[config.mk]
export PLATFORM = sky130hd
export DESIGN_NAME = pid_controller_with_settle_detect_top
export DESIGN_NICKNAME = d
export VERILOG_FILES = /design/src/pcsd_pkg.sv /design/src/pcsd_regs.sv /design/src/pcsd_core.sv /design/src/pid_controller_with_settle_detect_top.sv
export SDC_FILE = /design/constraint.sdc
export NUM_CORES = 2
export LEC_CHECK = 0
export BUFFER_PORTS_ARGS = -buffer_cell sky130_fd_sc_hd__buf_2
export CAP_MARGIN = 10
export CORE_UTILIZATION = 67
export DETAILED_ROUTE_END_ITERATION = 6
export GPL_TIMING_DRIVEN = 0
export PLACE_DENSITY_LB_ADDON = 0.3
export SLEW_MARGIN = 20
export SYNTH_ARGS = -nofsm -noshare
export SYNTH_HDL_FRONTEND = slang
export SYNTH_SLANG_ARGS = --single-unit
[constraint.sdc]
create_clock -name clk -period 19.14 [get_ports clk]
set_input_delay 0.957 -clock clk [delete_from_list [all_inputs] [get_ports clk]]
set_output_delay 0.957 -clock clk [all_outputs]
set_load 0.05 [all_outputs]
[src/pcsd_pkg.sv]
package pcsd_pkg;

  // item kinds
  localparam logic [1:0] KIND_SAMPLE  = 2'd0;
  localparam logic [1:0] KIND_TICK    = 2'd1;
  localparam logic [1:0] KIND_RESTART = 2'd2;

  // register indexes (byte address = 4 * index)
  localparam logic [2:0] REG_GAIN_P         = 3'd0;
  localparam logic [2:0] REG_GAIN_I         = 3'd1;
  localparam logic [2:0] REG_GAIN_D         = 3'd2;
  localparam logic [2:0] REG_FEED_FORWARD   = 3'd3;
  localparam logic [2:0] REG_INTEGRAL_ZONE  = 3'd4;
  localparam logic [2:0] REG_SETTLE_ZONE    = 3'd5;
  localparam logic [2:0] REG_RUN_TIMEOUT    = 3'd6;
  localparam logic [2:0] REG_SETTLE_TIMEOUT = 3'd7;

  localparam int          ADDR_W    = 5;
  localparam logic [19:0] TIMER_MAX = 20'hFFFFF;
  localparam logic [15:0] GAIN_P_RESET = 16'd256;

  typedef struct packed {
    logic [1:0]         kind;
    logic signed [15:0] target;
    logic signed [15:0] feedback;
  } in_item_t;

  typedef struct packed {
    logic signed [31:0] drive;
    logic               completed;
  } out_item_t;

  typedef struct packed {
    logic signed [15:0] gain_p;
    logic signed [15:0] gain_i;
    logic signed [15:0] gain_d;
    logic signed [31:0] feed_forward;
    logic [15:0]        integral_zone;
    logic [15:0]        settle_zone;
    logic [19:0]        run_timeout;
    logic [19:0]        settle_timeout;
  } cfg_t;

  localparam cfg_t CFG_RESET = '{
    gain_p:         GAIN_P_RESET,
    gain_i:         16'sd0,
    gain_d:         16'sd0,
    feed_forward:   32'sd0,
    integral_zone:  16'd0,
    settle_zone:    16'd0,
    run_timeout:    20'd0,
    settle_timeout: 20'd0
  };

endpackage

[src/pcsd_regs.sv]
module pcsd_regs (
  input  logic                         clk,
  input  logic                         rst_n,
  input  logic                         psel,
  input  logic                         penable,
  input  logic                         pwrite,
  input  logic [pcsd_pkg::ADDR_W-1:0]  paddr,
  input  logic [31:0]                  pwdata,
  output logic [31:0]                  prdata,
  output logic                         pready,
  output pcsd_pkg::cfg_t               cfg
);

  pcsd_pkg::cfg_t cfg_r;
  pcsd_pkg::cfg_t cfg_nxt;
  logic           wr_en;
  logic [2:0]     idx;

  assign pready = 1'b1;
  assign wr_en  = psel && penable && pwrite;
  assign idx    = paddr[4:2];
  assign cfg    = cfg_r;

  always_comb begin
    cfg_nxt = cfg_r;
    if (wr_en) begin
      unique case (idx)
        pcsd_pkg::REG_GAIN_P:         cfg_nxt.gain_p         = pwdata[15:0];
        pcsd_pkg::REG_GAIN_I:         cfg_nxt.gain_i         = pwdata[15:0];
        pcsd_pkg::REG_GAIN_D:         cfg_nxt.gain_d         = pwdata[15:0];
        pcsd_pkg::REG_FEED_FORWARD:   cfg_nxt.feed_forward   = pwdata;
        pcsd_pkg::REG_INTEGRAL_ZONE:  cfg_nxt.integral_zone  = pwdata[15:0];
        pcsd_pkg::REG_SETTLE_ZONE:    cfg_nxt.settle_zone    = pwdata[15:0];
        pcsd_pkg::REG_RUN_TIMEOUT:    cfg_nxt.run_timeout    = pwdata[19:0];
        pcsd_pkg::REG_SETTLE_TIMEOUT: cfg_nxt.settle_timeout = pwdata[19:0];
        default:                      cfg_nxt = cfg_r;
      endcase
    end
  end

  always_ff @(posedge clk) begin
    if (!rst_n) begin
      cfg_r <= pcsd_pkg::CFG_RESET;
    end else begin
      cfg_r <= cfg_nxt;
    end
  end

  always_comb begin
    unique case (idx)
      pcsd_pkg::REG_GAIN_P:         prdata = {16'd0, cfg_r.gain_p};
      pcsd_pkg::REG_GAIN_I:         prdata = {16'd0, cfg_r.gain_i};
      pcsd_pkg::REG_GAIN_D:         prdata = {16'd0, cfg_r.gain_d};
      pcsd_pkg::REG_FEED_FORWARD:   prdata = cfg_r.feed_forward;
      pcsd_pkg::REG_INTEGRAL_ZONE:  prdata = {16'd0, cfg_r.integral_zone};
      pcsd_pkg::REG_SETTLE_ZONE:    prdata = {16'd0, cfg_r.settle_zone};
      pcsd_pkg::REG_RUN_TIMEOUT:    prdata = {12'd0, cfg_r.run_timeout};
      pcsd_pkg::REG_SETTLE_TIMEOUT: prdata = {12'd0, cfg_r.settle_timeout};
      default:                      prdata = 32'd0;
    endcase
  end

endmodule

[src/pcsd_core.sv]
module pcsd_core (
  input  logic                 clk,
  input  logic                 rst_n,
  input  logic                 fire,
  input  pcsd_pkg::in_item_t   item,
  input  pcsd_pkg::cfg_t       cfg,
  output pcsd_pkg::out_item_t  res
);

  logic signed [15:0] last_error_r, last_error_nxt;
  logic signed [31:0] error_sum_r, error_sum_nxt;
  logic [19:0]        run_ticks_r, run_ticks_nxt;
  logic [19:0]        settled_ticks_r, settled_ticks_nxt;

  logic signed [16:0] diff;
  logic signed [15:0] e;
  logic signed [16:0] e_ext;
  logic signed [16:0] d;
  logic [16:0]        mag;
  logic               in_zone;
  logic               flip;
  logic signed [32:0] sum_ext;
  logic signed [31:0] sum_sat;
  logic signed [31:0] sum_new;
  logic signed [31:0] prod_p;
  logic signed [32:0] prod_d;
  logic signed [47:0] prod_i;
  logic signed [49:0] acc;
  logic signed [41:0] acc_shr;
  logic signed [42:0] with_ff;
  logic signed [31:0] drive_s;

  // error path
  always_comb begin
    diff = $signed({item.target[15], item.target}) - $signed({item.feedback[15], item.feedback});
    if (diff > 17'sd32767)
      e = 16'sh7FFF;
    else if (diff < -17'sd32768)
      e = 16'sh8000;
    else
      e = diff[15:0];
    e_ext = $signed({e[15], e});
    mag   = e[15] ? 17'(-e_ext) : e_ext;
    d     = $signed({last_error_r[15], last_error_r}) - e_ext;

    in_zone = mag < {1'b0, cfg.integral_zone};
    // strict sign change between previous and current error
    flip = ((!e[15] && (e != 16'sd0)) && last_error_r[15]) ||
           (e[15] && (!last_error_r[15] && (last_error_r != 16'sd0)));

    sum_ext = $signed({error_sum_r[31], error_sum_r}) + 33'(e);
    if (sum_ext[32] != sum_ext[31])
      sum_sat = sum_ext[32] ? 32'sh80000000 : 32'sh7FFFFFFF;
    else
      sum_sat = sum_ext[31:0];
    sum_new = (in_zone && !flip) ? sum_sat : 32'sd0;
  end

  // drive path
  always_comb begin
    prod_p  = cfg.gain_p * e;
    prod_d  = cfg.gain_d * d;
    prod_i  = cfg.gain_i * sum_new;
    acc     = 50'(prod_p) + 50'(prod_d) + 50'(prod_i);
    acc_shr = acc[49:8];
    with_ff = 43'(acc_shr) + 43'(cfg.feed_forward);
    if (with_ff > 43'sd2147483647)
      drive_s = 32'sh7FFFFFFF;
    else if (with_ff < -43'sd2147483648)
      drive_s = 32'sh80000000;
    else
      drive_s = with_ff[31:0];
  end

  always_comb begin
    last_error_nxt    = last_error_r;
    error_sum_nxt     = error_sum_r;
    run_ticks_nxt     = run_ticks_r;
    settled_ticks_nxt = settled_ticks_r;
    res.drive         = 32'sd0;
    case (item.kind)
      pcsd_pkg::KIND_SAMPLE: begin
        last_error_nxt = e;
        error_sum_nxt  = sum_new;
        if (mag > {1'b0, cfg.settle_zone})
          settled_ticks_nxt = 20'd0;
        res.drive = drive_s;
      end
      pcsd_pkg::KIND_TICK: begin
        if (run_ticks_r != pcsd_pkg::TIMER_MAX)
          run_ticks_nxt = run_ticks_r + 20'd1;
        if (settled_ticks_r != pcsd_pkg::TIMER_MAX)
          settled_ticks_nxt = settled_ticks_r + 20'd1;
      end
      pcsd_pkg::KIND_RESTART: begin
        last_error_nxt    = 16'sd0;
        error_sum_nxt     = 32'sd0;
        run_ticks_nxt     = 20'd0;
        settled_ticks_nxt = 20'd0;
      end
      default: begin
      end
    endcase
    // completion uses the timers after this item's update
    res.completed = ((cfg.run_timeout != 20'd0) && (run_ticks_nxt > cfg.run_timeout)) ||
                    ((cfg.settle_timeout != 20'd0) &&
                     (settled_ticks_nxt > cfg.settle_timeout));
  end

  always_ff @(posedge clk) begin
    if (!rst_n) begin
      last_error_r    <= '0;
      error_sum_r     <= '0;
      run_ticks_r     <= '0;
      settled_ticks_r <= '0;
    end else if (fire) begin
      last_error_r    <= last_error_nxt;
      error_sum_r     <= error_sum_nxt;
      run_ticks_r     <= run_ticks_nxt;
      settled_ticks_r <= settled_ticks_nxt;
    end
  end

endmodule

[src/pid_controller_with_settle_detect_top.sv]
// PID controller with integral zone, feedforward and settle/run timeouts. Every item
// (sample, tick, restart or other kind) gives one result. Items are taken one per clock
// when the result side keeps up; an accepted item waits in the input register while one
// combinational pass through the error, integral and three multipliers feeds the result
// register. A stalled result holds the input register, so at most two items are inside.
// Gains and limits are set over the APB port; the user must set them only while idle,
// and the block itself does not enforce it.
module pid_controller_with_settle_detect_top (
  input  logic                         clk,
  input  logic                         rst_n,
  input  logic                         in_valid,
  output logic                         in_stall,
  input  pcsd_pkg::in_item_t           in_item,
  output logic                         out_valid,
  input  logic                         out_stall,
  output pcsd_pkg::out_item_t          out_item,
  input  logic                         cfg_psel,
  input  logic                         cfg_penable,
  input  logic                         cfg_pwrite,
  input  logic [pcsd_pkg::ADDR_W-1:0]  cfg_paddr,
  input  logic [31:0]                  cfg_pwdata,
  output logic [31:0]                  cfg_prdata,
  output logic                         cfg_pready
);

  pcsd_pkg::cfg_t      cfg;
  pcsd_pkg::out_item_t res;

  logic                in_valid_r, in_valid_nxt;
  pcsd_pkg::in_item_t  in_item_r, in_item_nxt;
  logic                out_valid_r, out_valid_nxt;
  pcsd_pkg::out_item_t out_item_r, out_item_nxt;
  logic                adv;
  logic                fire;
  logic                in_take;

  pcsd_regs u_regs (
    .clk     (clk),
    .rst_n   (rst_n),
    .psel    (cfg_psel),
    .penable (cfg_penable),
    .pwrite  (cfg_pwrite),
    .paddr   (cfg_paddr),
    .pwdata  (cfg_pwdata),
    .prdata  (cfg_prdata),
    .pready  (cfg_pready),
    .cfg     (cfg)
  );

  pcsd_core u_core (
    .clk   (clk),
    .rst_n (rst_n),
    .fire  (fire),
    .item  (in_item_r),
    .cfg   (cfg),
    .res   (res)
  );

  // result register frees up when empty or being taken
  assign adv      = !out_valid_r || !out_stall;
  assign fire     = in_valid_r && adv;
  assign in_stall = in_valid_r && !adv;
  assign in_take  = in_valid && !in_stall;

  always_comb begin
    in_valid_nxt  = in_valid_r;
    in_item_nxt   = in_item_r;
    out_valid_nxt = out_valid_r;
    out_item_nxt  = out_item_r;
    if (in_take) begin
      in_valid_nxt = 1'b1;
      in_item_nxt  = in_item;
    end else if (fire) begin
      in_valid_nxt = 1'b0;
    end
    if (adv) begin
      out_valid_nxt = in_valid_r;
      if (fire)
        out_item_nxt = res;
    end
  end

  always_ff @(posedge clk) begin
    if (!rst_n) begin
      in_valid_r  <= 1'b0;
      out_valid_r <= 1'b0;
    end else begin
      in_valid_r  <= in_valid_nxt;
      out_valid_r <= out_valid_nxt;
    end
  end

  always_ff @(posedge clk) begin
    in_item_r  <= in_item_nxt;
    out_item_r <= out_item_nxt;
  end

  assign out_valid = out_valid_r;
  assign out_item  = out_item_r;

endmodule

==> impl_metrics.prom <==
# TYPE chip_impl_metric gauge
chip_impl_metric{name="clock_latency",unit="ns"} 0.57
chip_impl_info{name="path_common_cell",value="sky130_fd_sc_hd__fa_1"} 1
chip_impl_metric{name="internal_power",unit="uW"} 2170
chip_impl_metric{name="antenna_violating_nets_post_route",unit=""} 0
chip_impl_metric{name="share_comb_of_total_power",unit="%"} 70.0
chip_impl_metric{name="cts_hold_buf",unit=""} 0
chip_impl_metric{name="hold_viol_final",unit=""} 0
chip_impl_metric{name="yosysWarningCount",unit=""} 0
chip_impl_metric{name="design.core.area",unit="mm^2"} 0.0967
chip_impl_metric{name="yosys.area_share.adder",unit="%"} 46.8
chip_impl_info{name="crit_slowest_cell",value="sky130_fd_sc_hd__a221oi_2"} 1
chip_impl_metric{name="crit_required",unit="ns"} 19.42
chip_impl_metric{name="synth_edf_count",unit=""} 67
chip_impl_metric{name="fmax",unit="GHz"} 0.0528
chip_impl_metric{name="cts_num_sinks",unit=""} 309
chip_impl_metric{name="synth_compound_gate_area_share",unit="%"} 11.0
chip_impl_metric{name="sum_of_negative_setup_slack",unit="ns"} 0
chip_impl_metric{name="synthesized_nets",unit=""} 9344
chip_impl_info{name="combinational_family_with_the_most_area_after_synthesis",value="adder cells"} 1
chip_impl_metric{name="area.growth.synth_to_final",unit="%"} 7.00
chip_impl_metric{name="p_clk_share",unit="%"} 15.2
chip_impl_info{name="hold_path_class",value="flip-flop to flip-flop"} 1
chip_impl_metric{name="fp.dieArea",unit="mm^2"} 0.0990
chip_impl_metric{name="grt_max_degree",unit=""} 34
chip_impl_metric{name="share_seq_of_total_power",unit="%"} 14.8
chip_impl_metric{name="finalNetCount",unit=""} 9548
chip_impl_metric{name="synth_async_sr_flop_share",unit="%"} 0
chip_impl_info{name="critical_path.startpoint_type",value="flip-flop"} 1
chip_impl_metric{name="clk_pin_slew_worst_paths",unit="ns"} 0.07
chip_impl_metric{name="vias_in_the_first_global_route",unit=""} 58700
chip_impl_metric{name="synth.cell_area",unit="mm^2"} 0.0655
chip_impl_info{name="synth-main-ff-cell",value="sky130_fd_sc_hd__dfxtp_1"} 1
chip_impl_info{name="timing.setup.critical_path_class",value="flip-flop to flip-flop"} 1
chip_impl_metric{name="max_cap_violations",unit=""} 0
chip_impl_metric{name="leakagePower",unit="uW"} 0.0325
chip_impl_metric{name="finalSetupViolCount",unit=""} 0
chip_impl_metric{name="finalCritPeriodShare",unit="%"} 99.0
chip_impl_metric{name="clock_skews",unit="ns"} 0.0388
chip_impl_metric{name="finalWorstSetupSlack",unit="ns"} 0.192
chip_impl_metric{name="detail_route.first_pass.iterations",unit=""} 7
chip_impl_metric{name="layout-drive-gt1-share",unit="%"} 6.57
chip_impl_metric{name="dr_total_vias",unit=""} 58600
chip_impl_metric{name="post_synth_and_or_nand_nor_area_fraction",unit="%"} 17.8
chip_impl_info{name="run_status",value="complete, no violations"} 1
chip_impl_metric{name="number_of_cts_inserted_buffers",unit=""} 35
chip_impl_metric{name="max-clock-path-buffers",unit=""} 3
chip_impl_metric{name="finalWirelength",unit="um"} 251000
chip_impl_metric{name="power_switching",unit="uW"} 2680
chip_impl_metric{name="antenna_found_initial",unit=""} 18
chip_impl_metric{name="synth_xor_xnor_area_share",unit="%"} 2.05
chip_impl_metric{name="synthMuxAreaShare",unit="%"} 0.751
chip_impl_metric{name="slew_viol_final",unit=""} 0
chip_impl_metric{name="switching_share_of_power",unit="%"} 55.2
chip_impl_metric{name="synth_cell_type_count",unit=""} 102
chip_impl_metric{name="drt-initial-drc-count",unit=""} 7675
chip_impl_metric{name="slew-limit-headroom",unit="%"} 6.58
chip_impl_metric{name="numPortBuffers",unit=""} 126
chip_impl_metric{name="post_synthesis_instance_total",unit=""} 7581
chip_impl_metric{name="timing.critical_path.fanout_max",unit=""} 10
chip_impl_metric{name="grt_remaining_overflow",unit=""} 0
chip_impl_metric{name="pre_cts_ws",unit="ns"} -1.71
chip_impl_metric{name="place.detailed.hpwl",unit="um"} 206000
chip_impl_metric{name="start_util",unit="%"} 67.7
chip_impl_metric{name="worst_hold_slack",unit="ns"} 0.459
chip_impl_info{name="clock_tree_from_tritoncts",value="built"} 1
chip_impl_metric{name="power.density",unit="mW/mm^2"} 69.3
chip_impl_metric{name="routed_via_density",unit=""} 6.44
chip_impl_info{name="worst_setup_path_end_kind",value="flip-flop"} 1
chip_impl_metric{name="seq_area_frac_synth",unit="%"} 10.5
chip_impl_metric{name="synth_area_per_cell",unit="um^2"} 8.63
chip_impl_metric{name="track_usage",unit="%"} 51.4
chip_impl_metric{name="max-vdd-ir-drop",unit="mV"} 0.0989
chip_impl_info{name="ctsRootBufferMaster",value="sky130_fd_sc_hd__clkbuf_16"} 1
chip_impl_metric{name="synth-seq-cells",unit=""} 309
chip_impl_metric{name="std_cell_rows",unit=""} 114
chip_impl_metric{name="cp_data_arrival_time",unit="ns"} 19.23
chip_impl_metric{name="finalWeightedCongestion",unit=""} 1.08
chip_impl_metric{name="max_stage_delay",unit="ns"} 0.56
chip_impl_metric{name="first_pass_grt_wire_length",unit="um"} 371000
chip_impl_metric{name="final.min_clock_period",unit="ns"} 18.95
chip_impl_metric{name="die_w",unit="um"} 315
chip_impl_metric{name="worst_slew_pin_slew",unit="ns"} 1.40
chip_impl_metric{name="drt-wirelength-per-cell",unit="um"} 27.6
chip_impl_metric{name="htreeDepth",unit=""} 2
chip_impl_metric{name="drc",unit=""} 0
chip_impl_metric{name="die_height",unit="um"} 315
chip_impl_metric{name="num_io_pins",unit=""} 146
-- routing by layer --
layer	track usage (%)	share of wire [%]	vias up
met5	0	0.037	-
met4	41.3	10	14
met3	18.9	14	1214
met2	74.2	42	4377
met1	61.9	34	28600
li1	-	-	24300
-- final cells by class --
class | count | area (um^2)
Fill cell | 7306 | 26700
Inverter | 1471 | 5520
Buffer | 411 | 1780
Sequential cell | 309 | 6860
Antenna cell | 11 | 27.5
Clock inverter | 18 | 265
Multi-Input combinational cell | 5384 | 52000
Tap cell | 1276 | 1600
Clock buffer | 44 | 940
Timing Repair Buffer | 173 | 1050
-- cell families (layout without fill, tap and decap cells) --
| family | count (synthesis) | in the layout |
|---|---|---|
| fa+ha+maj | 1687 | 1687 |
| simple gates | 2396 | 2396 |
| compound gates | 1108 | 1108 |
| xor+xnor | 153 | 153 |
| other cells | 1 | 12 |
| mux | 39 | 39 |
| flops | 309 | 309 |
| buf+inv | 1888 | 2117 |
-- worst paths after layout --
kind / start / endpoint / slack (ns) / cells past startpoint
min reg2reg: u_regs.cfg[62] / u_regs.cfg[62] / 0.46 / 2
min: u_regs.cfg[62] / u_regs.cfg[62] / 0.46 / 2
max: in_item_r[0] / out_item[14] / 0.19 / 62
max reg2reg: in_item_r[0] / out_item[14] / 0.19 / 62
-- cell usage in the layout (no fill, tap or decap), types with 20 or more instances in the layout --
cell type,count
sky130_fd_sc_hd__o211ai_1,24
sky130_fd_sc_hd__nor2b_1,77
sky130_fd_sc_hd__a21oi_1,366
sky130_fd_sc_hd__xor2_1,46
sky130_fd_sc_hd__ha_1,412
sky130_fd_sc_hd__buf_1,27
sky130_fd_sc_hd__nand2_1,1029
sky130_fd_sc_hd__o22ai_1,31
sky130_fd_sc_hd__nor3_2,26
sky130_fd_sc_hd__o221ai_1,25
sky130_fd_sc_hd__and3_1,35
sky130_fd_sc_hd__nand2b_1,73
sky130_fd_sc_hd__dfxtp_1,242
sky130_fd_sc_hd__xnor2_1,100
sky130_fd_sc_hd__nor2_1,251
sky130_fd_sc_hd__inv_1,1461
sky130_fd_sc_hd__and2_1,417
sky130_fd_sc_hd__nand3_1,86
sky130_fd_sc_hd__buf_2,169
sky130_fd_sc_hd__a21o_1,115
sky130_fd_sc_hd__clkbuf_2,43
sky130_fd_sc_hd__clkbuf_1,278
sky130_fd_sc_hd__edfxtp_1,67
sky130_fd_sc_hd__a22oi_1,28
sky130_fd_sc_hd__or3_1,33
sky130_fd_sc_hd__buf_4,50
sky130_fd_sc_hd__mux2i_1,20
sky130_fd_sc_hd__a211oi_1,20
sky130_fd_sc_hd__nor3_1,126
sky130_fd_sc_hd__clkbuf_16,35
sky130_fd_sc_hd__a31oi_1,43
sky130_fd_sc_hd__nor4_1,95
sky130_fd_sc_hd__nand4_1,50
sky130_fd_sc_hd__fa_1,1272
sky130_fd_sc_hd__o21ai_0,182
sky130_fd_sc_hd__o21bai_1,27
-- power groups by stage --
| stage | clock, uW | combinational (uW) | sequential (uW) |
|---|---|---|---|
| 2_1_floorplan | 0 | 1950 | 763 |
| 3_3_place_gp | 0 | 3030 | 731 |
| 3_5_place_dp | 0 | 3110 | 731 |
| 4_1_cts | 727 | 3160 | 718 |
| 5_1_grt | 750 | 3550 | 720 |
| 6_report | 737 | 3400 | 719 |
-- stage by stage --
step | instances | power (uW) | utilization [%] | cell area [um^2]
6_report | 9097 | 4850 | 72.4 | 70000
5_1_grt | 9086 | 5020 | 72.4 | 70000
4_1_cts | 9064 | 4610 | 71.8 | 69400
3_5_place_dp | 9000 | 3840 | 70.4 | 68100
3_3_place_gp | 8983 | 3760 | 70.0 | 67700
2_1_floorplan | 7581 | 2710 | - | 65500
-- sequential cells by signal (all words and copies together) (netlist names) --
register / count
u_regs.cfg: 152
u_core.error_sum_r: 32
out_valid: 1
u_core.settled_ticks_r: 20
out_item: 33
in_valid_r: 1
u_core.run_ticks_r: 20
u_core.last_error_r: 16
in_item_r: 34
-- Yosys cell counts (all sizes together) (31+ instances only) --
cell type | n | area share (%)
and3 | 36 | 0.34
a21o | 115 | 1.3
nor4 | 103 | 0.99
or3 | 34 | 0.33
xor2 | 48 | 0.64
nand2b | 73 | 0.70
nand4 | 50 | 0.48
nor3 | 162 | 1.3
inv | 1465 | 8.4
nand2 | 1033 | 5.9
buf | 90 | 0.72
clkbuf | 327 | 1.9
dfxtp | 242 | 7.4
a21oi | 382 | 2.9
edfxtp | 67 | 3.1
fa | 1273 | 39
a31oi | 43 | 0.41
nand3 | 87 | 0.67
a211oi | 35 | 0.44
o22ai | 31 | 0.30
nor2 | 256 | 1.5
and2 | 417 | 4.0
ha | 412 | 7.9
xnor2 | 105 | 1.4
nor2b | 78 | 0.75
o21ai | 205 | 1.6
-- critical path, delay by kind of cell (launching register included) --
| kind | cells | cell delay, ns |
|---|---|---|
| xor+xnor | 1 | 0.52 |
| buf+inv | 12 | 2.28 |
| fa+ha+maj | 14 | 6.01 |
| simple gates | 12 | 2.52 |
| compound gates | 23 | 6.93 |
| flops | 1 | 0.37 |
-- what timing repair did --
action                     in CTS  in global routing
setup endpoints to repair      32                 31
resized for setup              35                112
pin swaps                       3                 15
hold endpoints to repair        0                  0
setup buffers                   4                 23
Note: power is estimated with default switching activity, not from simulation.
